### config.mk
export PLATFORM = sky130hd
export DESIGN_NAME = weighted_priority_chunk_dispatcher_unit
export DESIGN_NICKNAME = d
export VERILOG_FILES = /design/src/hw/rtl/wpcd_pkg.sv /design/src/hw/rtl/wpcd_ctrl.sv /design/src/hw/rtl/wpcd_datapath.sv /design/src/hw/rtl/weighted_priority_chunk_dispatcher_unit.sv
export VERILOG_INCLUDE_DIRS = /design/src /design/src/hw/rtl
export SDC_FILE = /design/constraint.sdc
export NUM_CORES = 2
export LEC_CHECK = 0
export BUFFER_PORTS_ARGS = -buffer_cell sky130_fd_sc_hd__buf_4
export CAP_MARGIN = 30
export CORE_MARGIN = 4
export CORE_UTILIZATION = 45
export CTS_CLUSTER_SIZE = 12
export DETAILED_ROUTE_END_ITERATION = 8
export PLACE_DENSITY = 0.68
export SLEW_MARGIN = 25
export SYNTH_ARGS = -nofsm -noshare
export SYNTH_HDL_FRONTEND = slang
export SYNTH_HIERARCHICAL = 1
export SYNTH_SLANG_ARGS = --single-unit
### constraint.sdc
create_clock -name clk -period 15.6 [get_ports clk]
set_input_delay 1.56 -clock clk [delete_from_list [all_inputs] [get_ports clk]]
set_output_delay 1.56 -clock clk [all_outputs]
set_load 0.05 [all_outputs]
### src/hw/rtl/weighted_priority_chunk_dispatcher_unit_macros.svh
// Assertion macros used by the dispatcher datapath.
`ifndef WEIGHTED_PRIORITY_CHUNK_DISPATCHER_UNIT_MACROS_SVH
`define WEIGHTED_PRIORITY_CHUNK_DISPATCHER_UNIT_MACROS_SVH

// Same-cycle implication, sampled on clk and disabled during reset.
`define WPCD_ASSERT_IMP(label, ante, cons) \
  label: assert property (@(posedge clk) disable iff (rst) (ante) |-> (cons)) \
    else $error("dispatcher assertion failed");

// Next-cycle implication, sampled on clk and disabled during reset.
`define WPCD_ASSERT_NEXT(label, ante, cons) \
  label: assert property (@(posedge clk) disable iff (rst) (ante) |=> (cons)) \
    else $error("dispatcher assertion failed");

`endif

### src/hw/rtl/wpcd_pkg.sv
// Shared constants, codes, control structures and the weight cycle of the dispatcher.
package wpcd_pkg;

  localparam int JOBS_DEFAULT  = 8;
  localparam int LANES_DEFAULT = 16;
  localparam int CYCLE_LEN     = 7;

  localparam int IN_DATA_W  = 144;
  localparam int OUT_DATA_W = 72;

  // Input kinds.
  localparam logic [1:0] KIND_SUBMIT   = 2'd0;
  localparam logic [1:0] KIND_REQUEST  = 2'd1;
  localparam logic [1:0] KIND_COMPLETE = 2'd2;
  localparam logic [1:0] KIND_CANCEL   = 2'd3;

  // Result kinds.
  localparam logic [1:0] RES_NO_WORK = 2'd0;
  localparam logic [1:0] RES_GRANT   = 2'd1;
  localparam logic [1:0] RES_DONE    = 2'd2;

  // Priorities.
  localparam logic [1:0] PRIO_LOW    = 2'd0;
  localparam logic [1:0] PRIO_NORMAL = 2'd1;
  localparam logic [1:0] PRIO_HIGH   = 2'd2;

  // Configuration register indexes.
  localparam logic [1:0] CFG_WORKERS = 2'd0;
  localparam logic [1:0] CFG_GRAIN   = 2'd1;

  localparam logic [4:0]  WORKERS_RESET = 5'd16;
  localparam logic [15:0] GRAIN_RESET   = 16'd4;

  // Datapath commands.
  localparam logic [3:0] CMD_NONE     = 4'd0;
  localparam logic [3:0] CMD_LOAD     = 4'd1;
  localparam logic [3:0] CMD_SUBMIT   = 4'd2;
  localparam logic [3:0] CMD_COMPLETE = 4'd3;
  localparam logic [3:0] CMD_CANCEL   = 4'd4;
  localparam logic [3:0] CMD_ENQ      = 4'd5;
  localparam logic [3:0] CMD_REQUEUE  = 4'd6;
  localparam logic [3:0] CMD_FINISH   = 4'd7;
  localparam logic [3:0] CMD_PRI      = 4'd8;
  localparam logic [3:0] CMD_SCAN     = 4'd9;
  localparam logic [3:0] CMD_PICK     = 4'd10;
  localparam logic [3:0] CMD_GRANT    = 4'd11;
  localparam logic [3:0] CMD_NO_WORK  = 4'd12;
  localparam logic [3:0] CMD_DONE_ERR = 4'd13;
  localparam logic [3:0] CMD_DONE_OK  = 4'd14;
  localparam logic [3:0] CMD_EMIT     = 4'd15;

  typedef struct packed {
    logic [3:0] op;
  } dp_cmd_t;

  typedef struct packed {
    logic [1:0] kind;
    logic       job_ok;
    logic       active;
    logic       prio_bad;
    logic       range_empty;
    logic       lane_ok;
    logic       finish_now;
    logic       total_nz;
    logic       pri_nz;
    logic       scan_hit;
    logic       checks_ok;
    logic       out_free;
  } dp_stat_t;

  // Weighted cycle: four high, two normal, one low.
  function automatic logic [1:0] weight_at(input logic [2:0] p);
    logic [1:0] w;
    case (p)
      3'd0, 3'd1, 3'd2, 3'd3: w = PRIO_HIGH;
      3'd4, 3'd5:             w = PRIO_NORMAL;
      default:                w = PRIO_LOW;
    endcase
    return w;
  endfunction

endpackage

### src/hw/rtl/wpcd_ctrl.sv
// Controller state machine of the dispatcher: sequences datapath commands per item.
module wpcd_ctrl #(
  parameter int JOBS = wpcd_pkg::JOBS_DEFAULT
) (
  input  logic               clk,
  input  logic               rst,
  input  logic               s_tvalid,
  output logic               s_tready,
  input  wpcd_pkg::dp_stat_t stat,
  output wpcd_pkg::dp_cmd_t  cmd
);
  import wpcd_pkg::*;

  localparam int GW = $clog2(3 * JOBS + 2);

  localparam logic [3:0] S_IDLE   = 4'd0;
  localparam logic [3:0] S_DECODE = 4'd1;
  localparam logic [3:0] S_ENQ    = 4'd2;
  localparam logic [3:0] S_REQ    = 4'd3;
  localparam logic [3:0] S_FIN    = 4'd4;
  localparam logic [3:0] S_PRI    = 4'd5;
  localparam logic [3:0] S_SCAN   = 4'd6;
  localparam logic [3:0] S_PICK   = 4'd7;
  localparam logic [3:0] S_CHECK  = 4'd8;
  localparam logic [3:0] S_GENQ   = 4'd9;
  localparam logic [3:0] S_EMIT   = 4'd10;

  logic [3:0]    state, state_next;
  logic [GW-1:0] guard, guard_next;

  always_ff @(posedge clk) begin
    if (rst) begin
      state <= S_IDLE;
      guard <= '0;
    end else begin
      state <= state_next;
      guard <= guard_next;
    end
  end

  always_comb begin
    state_next = state;
    guard_next = guard;
    cmd.op     = CMD_NONE;
    s_tready   = 1'b0;
    case (state)
      S_IDLE: begin
        s_tready = 1'b1;
        if (s_tvalid) begin
          cmd.op     = CMD_LOAD;
          state_next = S_DECODE;
        end
      end
      S_DECODE: begin
        guard_next = '0;
        if (stat.kind == KIND_REQUEST) begin
          if (stat.total_nz) begin
            state_next = S_PRI;
          end else begin
            cmd.op     = CMD_NO_WORK;
            state_next = S_EMIT;
          end
        end else if (!stat.job_ok) begin
          state_next = S_IDLE;
        end else if (stat.kind == KIND_SUBMIT) begin
          if (stat.active) begin
            state_next = S_IDLE;
          end else if (stat.prio_bad) begin
            cmd.op     = CMD_DONE_ERR;
            state_next = S_EMIT;
          end else if (stat.range_empty) begin
            cmd.op     = CMD_DONE_OK;
            state_next = S_EMIT;
          end else begin
            cmd.op     = CMD_SUBMIT;
            state_next = S_ENQ;
          end
        end else if (!stat.active) begin
          state_next = S_IDLE;
        end else if (stat.kind == KIND_COMPLETE) begin
          if (stat.lane_ok) begin
            cmd.op     = CMD_COMPLETE;
            state_next = S_REQ;
          end else begin
            state_next = S_IDLE;
          end
        end else begin
          cmd.op     = CMD_CANCEL;
          state_next = S_REQ;
        end
      end
      S_ENQ: begin
        cmd.op     = CMD_ENQ;
        state_next = S_IDLE;
      end
      S_REQ: begin
        cmd.op     = CMD_REQUEUE;
        state_next = S_FIN;
      end
      S_FIN: begin
        if (stat.finish_now) begin
          cmd.op     = CMD_FINISH;
          state_next = S_EMIT;
        end else begin
          state_next = S_IDLE;
        end
      end
      S_PRI: begin
        cmd.op = CMD_PRI;
        if (stat.pri_nz) begin
          state_next = S_SCAN;
        end
      end
      S_SCAN: begin
        cmd.op = CMD_SCAN;
        if (stat.scan_hit) begin
          state_next = S_PICK;
        end
      end
      S_PICK: begin
        cmd.op     = CMD_PICK;
        state_next = S_CHECK;
      end
      S_CHECK: begin
        if (stat.checks_ok) begin
          cmd.op     = CMD_GRANT;
          state_next = S_GENQ;
        end else if (guard >= GW'(3 * JOBS) || !stat.total_nz) begin
          cmd.op     = CMD_NO_WORK;
          state_next = S_EMIT;
        end else begin
          guard_next = guard + GW'(1);
          state_next = S_PRI;
        end
      end
      S_GENQ: begin
        cmd.op     = CMD_ENQ;
        state_next = S_EMIT;
      end
      S_EMIT: begin
        if (stat.out_free) begin
          cmd.op     = CMD_EMIT;
          state_next = S_IDLE;
        end
      end
      default: begin
        state_next = S_IDLE;
      end
    endcase
  end

endmodule

### src/hw/rtl/wpcd_datapath.sv
// Datapath of the dispatcher: job table, ready queues, weight cycle and result register.
module wpcd_datapath #(
  parameter int JOBS  = wpcd_pkg::JOBS_DEFAULT,
  parameter int LANES = wpcd_pkg::LANES_DEFAULT
) (
  input  logic               clk,
  input  logic               rst,
  input  wpcd_pkg::dp_cmd_t  cmd,
  output wpcd_pkg::dp_stat_t stat,
  input  logic [1:0]         item_kind,
  input  logic [2:0]         item_job,
  input  logic [1:0]         item_prio,
  input  logic [63:0]        item_group,
  input  logic [31:0]        item_rs,
  input  logic [31:0]        item_re,
  input  logic [3:0]         item_lane,
  input  logic               item_cflag,
  input  logic               item_fflag,
  input  logic               cfg_valid,
  input  logic [1:0]         cfg_index,
  input  logic [15:0]        cfg_data,
  output logic               out_valid,
  input  logic               out_ready,
  output logic [1:0]         out_kind,
  output logic [2:0]         out_job,
  output logic [31:0]        out_b,
  output logic [31:0]        out_e,
  output logic [3:0]         out_lane,
  output logic               out_status
);
  import wpcd_pkg::*;
  `include "weighted_priority_chunk_dispatcher_unit_macros.svh"

  localparam int JW  = (JOBS > 1) ? $clog2(JOBS) : 1;
  localparam int CW  = $clog2(JOBS + 1);
  localparam int LW  = (LANES > 1) ? $clog2(LANES) : 1;
  localparam int LCW = $clog2(LANES + 1);

  logic [4:0]  workers;
  logic [15:0] grain;

  logic [1:0]  in_kind, in_prio;
  logic [2:0]  in_job;
  logic [63:0] in_grp;
  logic [31:0] in_rs, in_re;
  logic [3:0]  in_lane;
  logic        in_cflag, in_fflag;

  logic [1:0]       j_prio  [JOBS];
  logic [63:0]      j_grp   [JOBS];
  logic [31:0]      j_next  [JOBS];
  logic [31:0]      j_end   [JOBS];
  logic [LCW-1:0]   j_lanes [JOBS];
  logic [LCW-1:0]   j_act   [JOBS];
  logic [LANES-1:0] j_busy  [JOBS];
  logic [JOBS-1:0]  f_act, f_q, f_can, f_fail;

  logic [JW-1:0] rl [3][JOBS];
  logic [CW-1:0] rc [3];
  logic [63:0]   lg [3];
  logic [2:0]    pos;
  logic [1:0]    sel_p;
  logic [JW-1:0] scan_idx;
  logic [JW-1:0] cur;

  logic [1:0]  res_kind;
  logic [2:0]  res_job;
  logic [31:0] res_b, res_e;
  logic [3:0]  res_lane;
  logic        res_status;

  logic [JW-1:0]  entry, rd;
  logic [63:0]    r_grp;
  logic           mismatch, last_idx, err_cur, enq_ok;
  logic [1:0]     dq_p, enq_p;
  logic           dq_found, fl_found;
  logic [JW-1:0]  dq_k, rm_k;
  logic [LW-1:0]  fl, lane_sel;
  logic           rm_en;
  logic [1:0]     rm_p;
  logic [15:0]    cs_eff;
  logic [32:0]    e_sum;
  logic [31:0]    e_min, items, wc32, lanes32;
  logic [4:0]     wc_eff;

  always_comb begin
    entry    = rl[sel_p][scan_idx];
    rd       = (cmd.op == CMD_SCAN || cmd.op == CMD_PICK) ? entry : cur;
    r_grp    = j_grp[rd];
    mismatch = r_grp != lg[sel_p];
    last_idx = (CW'(scan_idx) + CW'(1)) == rc[sel_p];
    err_cur  = f_can[cur] | f_fail[cur];
    enq_p    = j_prio[cur];
    enq_ok   = f_act[cur] && !f_q[cur] && !err_cur && (j_next[cur] < j_end[cur]) &&
               (j_act[cur] < j_lanes[cur]) && (rc[enq_p] < CW'(JOBS));

    // Position of this job in its ready queue, for removal on cancel or failure.
    dq_p     = j_prio[cur];
    dq_found = 1'b0;
    dq_k     = '0;
    for (int i = JOBS - 1; i >= 0; i--) begin
      if ((CW'(i) < rc[dq_p]) && (rl[dq_p][i] == cur)) begin
        dq_found = 1'b1;
        dq_k     = JW'(i);
      end
    end

    rm_en = 1'b0;
    rm_p  = dq_p;
    rm_k  = dq_k;
    if (cmd.op == CMD_PICK) begin
      rm_en = 1'b1;
      rm_p  = sel_p;
      rm_k  = scan_idx;
    end else if (cmd.op == CMD_REQUEUE && err_cur && f_q[cur] && dq_found) begin
      rm_en = 1'b1;
    end

    // Lowest free lane of the current job.
    fl_found = 1'b0;
    fl       = '0;
    for (int i = LANES - 1; i >= 0; i--) begin
      if (!j_busy[cur][i] && (LCW'(i) < j_lanes[cur])) begin
        fl_found = 1'b1;
        fl       = LW'(i);
      end
    end

    cs_eff = (grain == 16'd0) ? 16'd1 : grain;
    e_sum  = {1'b0, j_next[cur]} + 33'(cs_eff);
    e_min  = (e_sum > {1'b0, j_end[cur]}) ? j_end[cur] : e_sum[31:0];

    wc_eff  = (workers == 5'd0) ? 5'd1 : workers;
    wc32    = (32'(wc_eff) > LANES) ? 32'(LANES) : 32'(wc_eff);
    items   = in_re - in_rs;
    lanes32 = (items < wc32) ? items : wc32;

    lane_sel = LW'(in_lane);
  end

  always_comb begin
    stat.kind        = in_kind;
    stat.job_ok      = 32'(in_job) < JOBS;
    stat.active      = f_act[cur];
    stat.prio_bad    = in_prio > PRIO_HIGH;
    stat.range_empty = in_re <= in_rs;
    stat.lane_ok     = (32'(in_lane) < LANES) && j_busy[cur][lane_sel];
    stat.finish_now  = (j_act[cur] == '0) && (err_cur || (j_next[cur] >= j_end[cur]));
    stat.total_nz    = (rc[0] != '0) || (rc[1] != '0) || (rc[2] != '0);
    stat.pri_nz      = rc[weight_at(pos)] != '0;
    stat.scan_hit    = mismatch || last_idx;
    stat.checks_ok   = f_act[cur] && !err_cur && (j_next[cur] < j_end[cur]) && fl_found;
    stat.out_free    = !out_valid || out_ready;
  end

  always_ff @(posedge clk) begin
    if (rst) begin
      workers <= WORKERS_RESET;
      grain   <= GRAIN_RESET;
    end else if (cfg_valid) begin
      if (cfg_index == CFG_WORKERS) begin
        workers <= cfg_data[4:0];
      end else if (cfg_index == CFG_GRAIN) begin
        grain <= cfg_data;
      end
    end
  end

  always_ff @(posedge clk) begin
    if (rst) begin
      f_act  <= '0;
      f_q    <= '0;
      f_can  <= '0;
      f_fail <= '0;
      for (int i = 0; i < JOBS; i++) begin
        j_busy[i] <= '0;
        j_act[i]  <= '0;
      end
      for (int p = 0; p < 3; p++) begin
        rc[p] <= '0;
        lg[p] <= '0;
      end
      pos <= '0;
    end else begin
      case (cmd.op)
        CMD_LOAD: begin
          in_kind  <= item_kind;
          in_job   <= item_job;
          in_prio  <= item_prio;
          in_grp   <= item_group;
          in_rs    <= item_rs;
          in_re    <= item_re;
          in_lane  <= item_lane;
          in_cflag <= item_cflag;
          in_fflag <= item_fflag;
          cur      <= JW'(item_job);
        end
        CMD_SUBMIT: begin
          j_prio[cur]  <= in_prio;
          j_grp[cur]   <= in_grp;
          j_next[cur]  <= in_rs;
          j_end[cur]   <= in_re;
          j_lanes[cur] <= LCW'(lanes32);
          j_busy[cur]  <= '0;
          j_act[cur]   <= '0;
          f_act[cur]   <= 1'b1;
          f_q[cur]     <= 1'b0;
          f_can[cur]   <= 1'b0;
          f_fail[cur]  <= 1'b0;
        end
        CMD_COMPLETE: begin
          j_busy[cur][lane_sel] <= 1'b0;
          if (j_act[cur] != '0) begin
            j_act[cur] <= j_act[cur] - LCW'(1);
          end
          if (in_cflag) begin
            f_can[cur] <= 1'b1;
          end
          if (in_fflag) begin
            f_fail[cur] <= 1'b1;
          end
          if (err_cur || in_cflag || in_fflag) begin
            j_next[cur] <= j_end[cur];
          end
        end
        CMD_CANCEL: begin
          f_can[cur]  <= 1'b1;
          j_next[cur] <= j_end[cur];
        end
        CMD_ENQ: begin
          if (enq_ok) begin
            rl[enq_p][rc[enq_p][JW-1:0]] <= cur;
            rc[enq_p] <= rc[enq_p] + CW'(1);
            f_q[cur]  <= 1'b1;
          end
        end
        CMD_REQUEUE: begin
          if (err_cur) begin
            f_q[cur] <= 1'b0;
          end else if (enq_ok) begin
            rl[enq_p][rc[enq_p][JW-1:0]] <= cur;
            rc[enq_p] <= rc[enq_p] + CW'(1);
            f_q[cur]  <= 1'b1;
          end
        end
        CMD_FINISH: begin
          f_act[cur]  <= 1'b0;
          f_q[cur]    <= 1'b0;
          f_can[cur]  <= 1'b0;
          f_fail[cur] <= 1'b0;
          j_busy[cur] <= '0;
          j_act[cur]  <= '0;
          res_kind    <= RES_DONE;
          res_job     <= 3'(cur);
          res_b       <= '0;
          res_e       <= '0;
          res_lane    <= '0;
          res_status  <= err_cur;
        end
        CMD_PRI: begin
          pos      <= (pos == 3'(CYCLE_LEN - 1)) ? 3'd0 : pos + 3'd1;
          sel_p    <= weight_at(pos);
          scan_idx <= '0;
        end
        CMD_SCAN: begin
          if (!mismatch) begin
            scan_idx <= last_idx ? '0 : scan_idx + JW'(1);
          end
        end
        CMD_PICK: begin
          cur         <= entry;
          f_q[entry]  <= 1'b0;
          lg[sel_p]   <= r_grp;
        end
        CMD_GRANT: begin
          j_busy[cur][fl] <= 1'b1;
          j_act[cur]      <= j_act[cur] + LCW'(1);
          j_next[cur]     <= e_min;
          res_kind        <= RES_GRANT;
          res_job         <= 3'(cur);
          res_b           <= j_next[cur];
          res_e           <= e_min;
          res_lane        <= 4'(fl);
          res_status      <= 1'b0;
        end
        CMD_NO_WORK: begin
          res_kind   <= RES_NO_WORK;
          res_job    <= '0;
          res_b      <= '0;
          res_e      <= '0;
          res_lane   <= '0;
          res_status <= 1'b0;
        end
        CMD_DONE_ERR, CMD_DONE_OK: begin
          res_kind   <= RES_DONE;
          res_job    <= in_job;
          res_b      <= '0;
          res_e      <= '0;
          res_lane   <= '0;
          res_status <= (cmd.op == CMD_DONE_ERR);
        end
        default: begin
        end
      endcase
      if (rm_en) begin
        for (int i = 0; i < JOBS - 1; i++) begin
          if (JW'(i) >= rm_k) begin
            rl[rm_p][i] <= rl[rm_p][i + 1];
          end
        end
        rc[rm_p] <= rc[rm_p] - CW'(1);
      end
    end
  end

  always_ff @(posedge clk) begin
    if (rst) begin
      out_valid <= 1'b0;
    end else if (cmd.op == CMD_EMIT) begin
      out_valid <= 1'b1;
    end else if (out_ready) begin
      out_valid <= 1'b0;
    end
  end

  always_ff @(posedge clk) begin
    if (cmd.op == CMD_EMIT) begin
      out_kind   <= res_kind;
      out_job    <= res_job;
      out_b      <= res_b;
      out_e      <= res_e;
      out_lane   <= res_lane;
      out_status <= res_status;
    end
  end

  `WPCD_ASSERT_IMP(a_pos_range, 1'b1, pos < 3'(CYCLE_LEN))
  `WPCD_ASSERT_IMP(a_count_bound, 1'b1, (rc[0] <= CW'(JOBS)) && (rc[1] <= CW'(JOBS)))
  `WPCD_ASSERT_IMP(a_grant_nonempty, out_valid && (out_kind == RES_GRANT), out_e > out_b)
  `WPCD_ASSERT_NEXT(a_pick_dequeues, cmd.op == CMD_PICK, !f_q[cur])

endmodule

### src/hw/rtl/weighted_priority_chunk_dispatcher_unit.sv
// Top level of the weighted-priority chunk dispatcher.
//
// One item is handled at a time. A submit passes decode and enqueue before the next
// transfer can be taken; a completion or cancel passes decode, requeue and finish; a
// work request steps through the weighted priority cycle to a non-empty queue, compares
// ready-queue entries against the last granted group, one entry per cycle, then picks,
// checks, enqueues and emits, going back to the priority step if the check fails. A
// request with nothing queued goes straight to emit. Results sit in an output register,
// so the next item is taken while one waits; a further result waits for it to empty.
module weighted_priority_chunk_dispatcher_unit #(
  parameter int JOBS  = wpcd_pkg::JOBS_DEFAULT,
  parameter int LANES = wpcd_pkg::LANES_DEFAULT
) (
  input  logic                           clk,
  input  logic                           rst,
  input  logic                           s_tvalid,
  output logic                           s_tready,
  // Fields from bit 0: job[2:0], priority_req[4:3], group[68:5], range_start[100:69],
  // range_end[132:101], lane[136:133], cancel_flag[137], fail_flag[138], zero fill.
  input  logic [wpcd_pkg::IN_DATA_W-1:0] s_tdata,
  // Fields from bit 0: kind[1:0].
  input  logic [1:0]                     s_tuser,
  output logic                           m_tvalid,
  input  logic                           m_tready,
  // Fields from bit 0: result_job[2:0], chunk_begin[34:3], chunk_end[66:35],
  // granted_lane[70:67], status[71].
  output logic [wpcd_pkg::OUT_DATA_W-1:0] m_tdata,
  // Fields from bit 0: result_kind[1:0].
  output logic [1:0]                     m_tuser,
  input  logic                           cfg_valid,
  output logic                           cfg_ready,
  input  logic [1:0]                     cfg_index,
  input  logic [15:0]                    cfg_data
);
  import wpcd_pkg::*;

  dp_cmd_t     cmd;
  dp_stat_t    stat;
  logic [2:0]  out_job;
  logic [31:0] out_b, out_e;
  logic [3:0]  out_lane;
  logic        out_status;

  // Register writes are always accepted.
  assign cfg_ready = 1'b1;

  wpcd_ctrl #(.JOBS(JOBS)) u_ctrl (
    .clk      (clk),
    .rst      (rst),
    .s_tvalid (s_tvalid),
    .s_tready (s_tready),
    .stat     (stat),
    .cmd      (cmd)
  );

  wpcd_datapath #(.JOBS(JOBS), .LANES(LANES)) u_dp (
    .clk        (clk),
    .rst        (rst),
    .cmd        (cmd),
    .stat       (stat),
    .item_kind  (s_tuser),
    .item_job   (s_tdata[2:0]),
    .item_prio  (s_tdata[4:3]),
    .item_group (s_tdata[68:5]),
    .item_rs    (s_tdata[100:69]),
    .item_re    (s_tdata[132:101]),
    .item_lane  (s_tdata[136:133]),
    .item_cflag (s_tdata[137]),
    .item_fflag (s_tdata[138]),
    .cfg_valid  (cfg_valid),
    .cfg_index  (cfg_index),
    .cfg_data   (cfg_data),
    .out_valid  (m_tvalid),
    .out_ready  (m_tready),
    .out_kind   (m_tuser),
    .out_job    (out_job),
    .out_b      (out_b),
    .out_e      (out_e),
    .out_lane   (out_lane),
    .out_status (out_status)
  );

  // Result transfer packing, lowest field first.
  assign m_tdata = {out_status, out_lane, out_e, out_b, out_job};

endmodule

==> metrics.md <==
| Metric | Value |
|---|---|
| Outcome | finished clean |
| Share of synthesized area spent on multiplexers | 0.1123 |
| IO Count | 246 |
| Post-CTS setup buffer count | 0 |
| Top-count cell post-synth | edfxtp_1 |
| Die span in x | 450.2 microns |
| Complex-gate fraction of the synthesized area | 0.08212 |
| Clock transition at the registers of the reported paths | 60 ps |
| Layout Nets | 6616 |
| H-tree levels | 4 |
| Top_reg_cell synth | edfxtp_1 |
| Synthesis-stage register bit count | 1960 |
| Later-pin clock latency in the skew report | 840 ps |
| Nature of the critical path endpoint | flop |
| Ys async rst share | 0 |
| Most used cell, CP | buf_4 |
| Unrepaired setup endpoints after global routing | false |
| Slowest cell on crit path | dfxtp_4 |
| Crit path launch type | flop |
| Final WL | 231300 microns |
| Count of different cell masters after synthesis | 108 |
| Max rail drop VDD | 0.0001221 V |
| GRT Total Usage | 0.2225 |
| Top cells by count, synth | edfxtp_1 (1889), nor2_1 (709), nand2_1 (403) |
| Area of the multi-input gates | 27580 sq um |
| Number of fillers in the final layout | 16090 |
| Area after DPL | 92570 sq um |
| PD cells | 120.4 nW/um^2 |
| CP Max Fanout | 38 |
| Max stage delay on crit path | 830 ps |
| Synth Area in Adders | 0.01851 |
| Leak Pwr | 34.45 nW |
| Post-CTS Hold Buffers | 0 |
| Sequential power share | 0.502 |
| Sequential area share after synthesis | 0.6608 |
| Highest Clock Rate | 79.99 MHz |
| Psw | 2.966 mW |
| Post-route ant nets | 0 |
| Post-synth top area share | 0.6447 |
| Initial core utilization | 0.4522 |
| First-pass GRT wire length | 342200 microns |
| # placed instances | 8648 |
| WS Path Type | flop to flop |
| Final Worst Setup Slack | 3099 ps |
| HP Class | flop to flop |
| CTS sink cnt | 1960 |
| Initial antenna violation count | 3 |
| EDFF count, synth | 1889 |
| Slew at the pin closest to its max-slew limit | 1027 ps |
| DR vias/cell | 6.047 |
| Setup_tns | 0 ps |
| Internal power component | 8.912 mW |
| Clock network power share | 0.377 |
| Total gr overflow | 0 |
| DR pass1 iterations | 8 |
| Fin. Hold Viols | 0 |
| Wire per inst | 25.71 microns |
| Clk buf depth | 3 |
| Die area | 202700 sq um |
| # rows | 162 |
| CTS tree | done |
| Clock root buffer | clkbuf_16 |
| Vias in the first global route | 53680 |
| Final estimated routing congestion in global placement | 0.9207 |
| Cell area after layout | 98680 sq um |
| Final Setup Violations | 0 |
| Largest family of logic cells by synthesized area | multiplexers |
| Pin count of the biggest net entering global routing | 127 |
| Yosys warning count | 6 |
| FF+latch area | 58160 sq um |
| Worst Skew | 43.43 ps |
| Mapped Area | 87990 sq um |
| CTS resizes | 0 |
| Share of cells above drive strength 1 | 0.1678 |
| Fraction of synthesized cell area in xor and xnor cells | 0.01175 |
| Hold Slack | 402.7 ps |
| Largest area contributor in the netlist | edfxtp_1 |
| Tcrit/Tclk final | 0.8014 |
| Post-synthesis area per instance | 14.41 sq um |
| First DRT Iteration DRCs | 6085 |
| Area grow syn2layout | 12.15% |
| DRC | 0 |
| Slew margin rel. | 0.3155 |
| Die H | 450.2 microns |
| Synth Instances | 6106 |
| Pre-CTS WS | 3121 ps |
| Core area | 194600 sq um |
| Combinational Power Share | 0.121 |
| Maxcap violations | 0 |
| Synth top area cells | edfxtp_1 (64%), mux4_2 (6.6%), mux2i_1 (3.3%) |
| Post-layout minimum cycle time | 12500 ps |
| DR vias | 54410 |
| Simple-Gate Fraction of Synth Area | 0.08574 |
| Max Slew Vio Count | 0 |
| WP data required | 16370 ps |
| Switching share of total power | 0.2497 |
| CTS Buf Count | 202 |
| Post-DP HPWL | 144900 microns |
| Arr. time, crit path | 13270 ps |
| Post-Syn Nets | 6404 |
| Final std cells w/o fill | 8998 |
| Buffers on Ports | 239 |
stage by stage:
stage	util	total power, mW
after floorplan	-	7.022
after global placement	0.4756	7.458
after detailed placement	0.4757	7.488
after CTS	0.5068	11.95
after global routing	0.5071	12.32
final	0.5071	11.88
worst paths after layout:
path              slack, ps                to              from  cells past startpoint
setup / recovery       3100   u_ctrl/state[1]              flop                     37
hold / removal          400  u_dp/out_lane[2]  u_dp/res_lane[2]                      0
setup reg to reg       3100   u_ctrl/state[1]              flop                     37
hold reg to reg         400  u_dp/out_lane[2]  u_dp/res_lane[2]                      0
state kept, by name, indices dropped and copies added, names as in the netlist, 5 cells and up, named ones only:
| signal | cells |
|---|---|
| u_dp/rl | 72 |
| u_dp/j_prio | 16 |
| u_dp/rc | 16 |
| u_dp/j_busy | 128 |
| u_dp/j_end | 256 |
| u_dp/j_next | 256 |
| u_dp/out_b | 32 |
| u_dp/in_grp | 64 |
| u_dp/lg | 256 |
| u_ctrl/guard | 5 |
| u_dp/in_re | 32 |
| u_dp/j_act | 40 |
| u_dp/grain | 16 |
| u_dp/res_e | 32 |
| u_dp/f_q | 8 |
| u_dp/in_rs | 32 |
| u_dp/workers | 5 |
| u_dp/j_lanes | 40 |
| u_dp/j_grp | 512 |
| u_dp/out_e | 32 |
| u_dp/res_b | 32 |
power groups by stage:
stage	clock, mW	sequential [mW]	combinational [mW]
after floorplan	0	6.03	0.996
after global placement	0	6.07	1.39
after detailed placement	0	6.08	1.41
after CTS	4.57	5.97	1.42
after global routing	4.79	5.97	1.55
final	4.48	5.97	1.44
routing by layer:
metal | share of wire | track usage | up-vias
li1 | - | - | 23900
met1 | 0.39 | 0.2939 | 27370
met2 | 0.49 | 0.3708 | 2679
met3 | 0.083 | 0.03797 | 455
met4 | 0.036 | 0.08200 | 2
met5 | 0.000078 | 0 | -
final cells by class:
class	instances	share of cell area
antenna	1	0.00002536
clock buffer	267	0.05517
clock inverter	74	0.006099
inverter	224	0.008533
multi-input combinational	3560	0.2795
sequential	1960	0.5894
tap	2542	0.03223
timing repair buffer	370	0.02904
layout by cell type, fill, tap and decap left out, drive strengths merged, types with 113 or more instances in the layout:
cell,synthesis,final
edfxtp,1889,1889
nor2,709,709
nand2,403,403
buf,170,366
mux2i,294,294
clkbuf,192,271
mux4,258,258
inv,223,229
a21oi,178,178
ha,127,127
o21ai,113,113
critical path, delay by kind of cell (launching register included):
| kind | cells | cell delay [ps] |
|---|---|---|
| compound gates | 9 | 2390 |
| fa+ha+maj | 1 | 330 |
| mux | 4 | 1570 |
| flops | 1 | 830 |
| buf+inv | 8 | 2700 |
| simple gates | 14 | 4140 |
| xor+xnor | 1 | 240 |
logic make-up after synthesis:
logic type / after synthesis
AOI/OAI and AO/OA: 999
xor gates and xnor gates: 118
adders and majority gates: 129
buffers and inverters: 586
DFF: 1960
muxes: 648
other: 2
and+or+nand+nor: 1664
No activity file was read; power rests on OpenSTA's default activity.
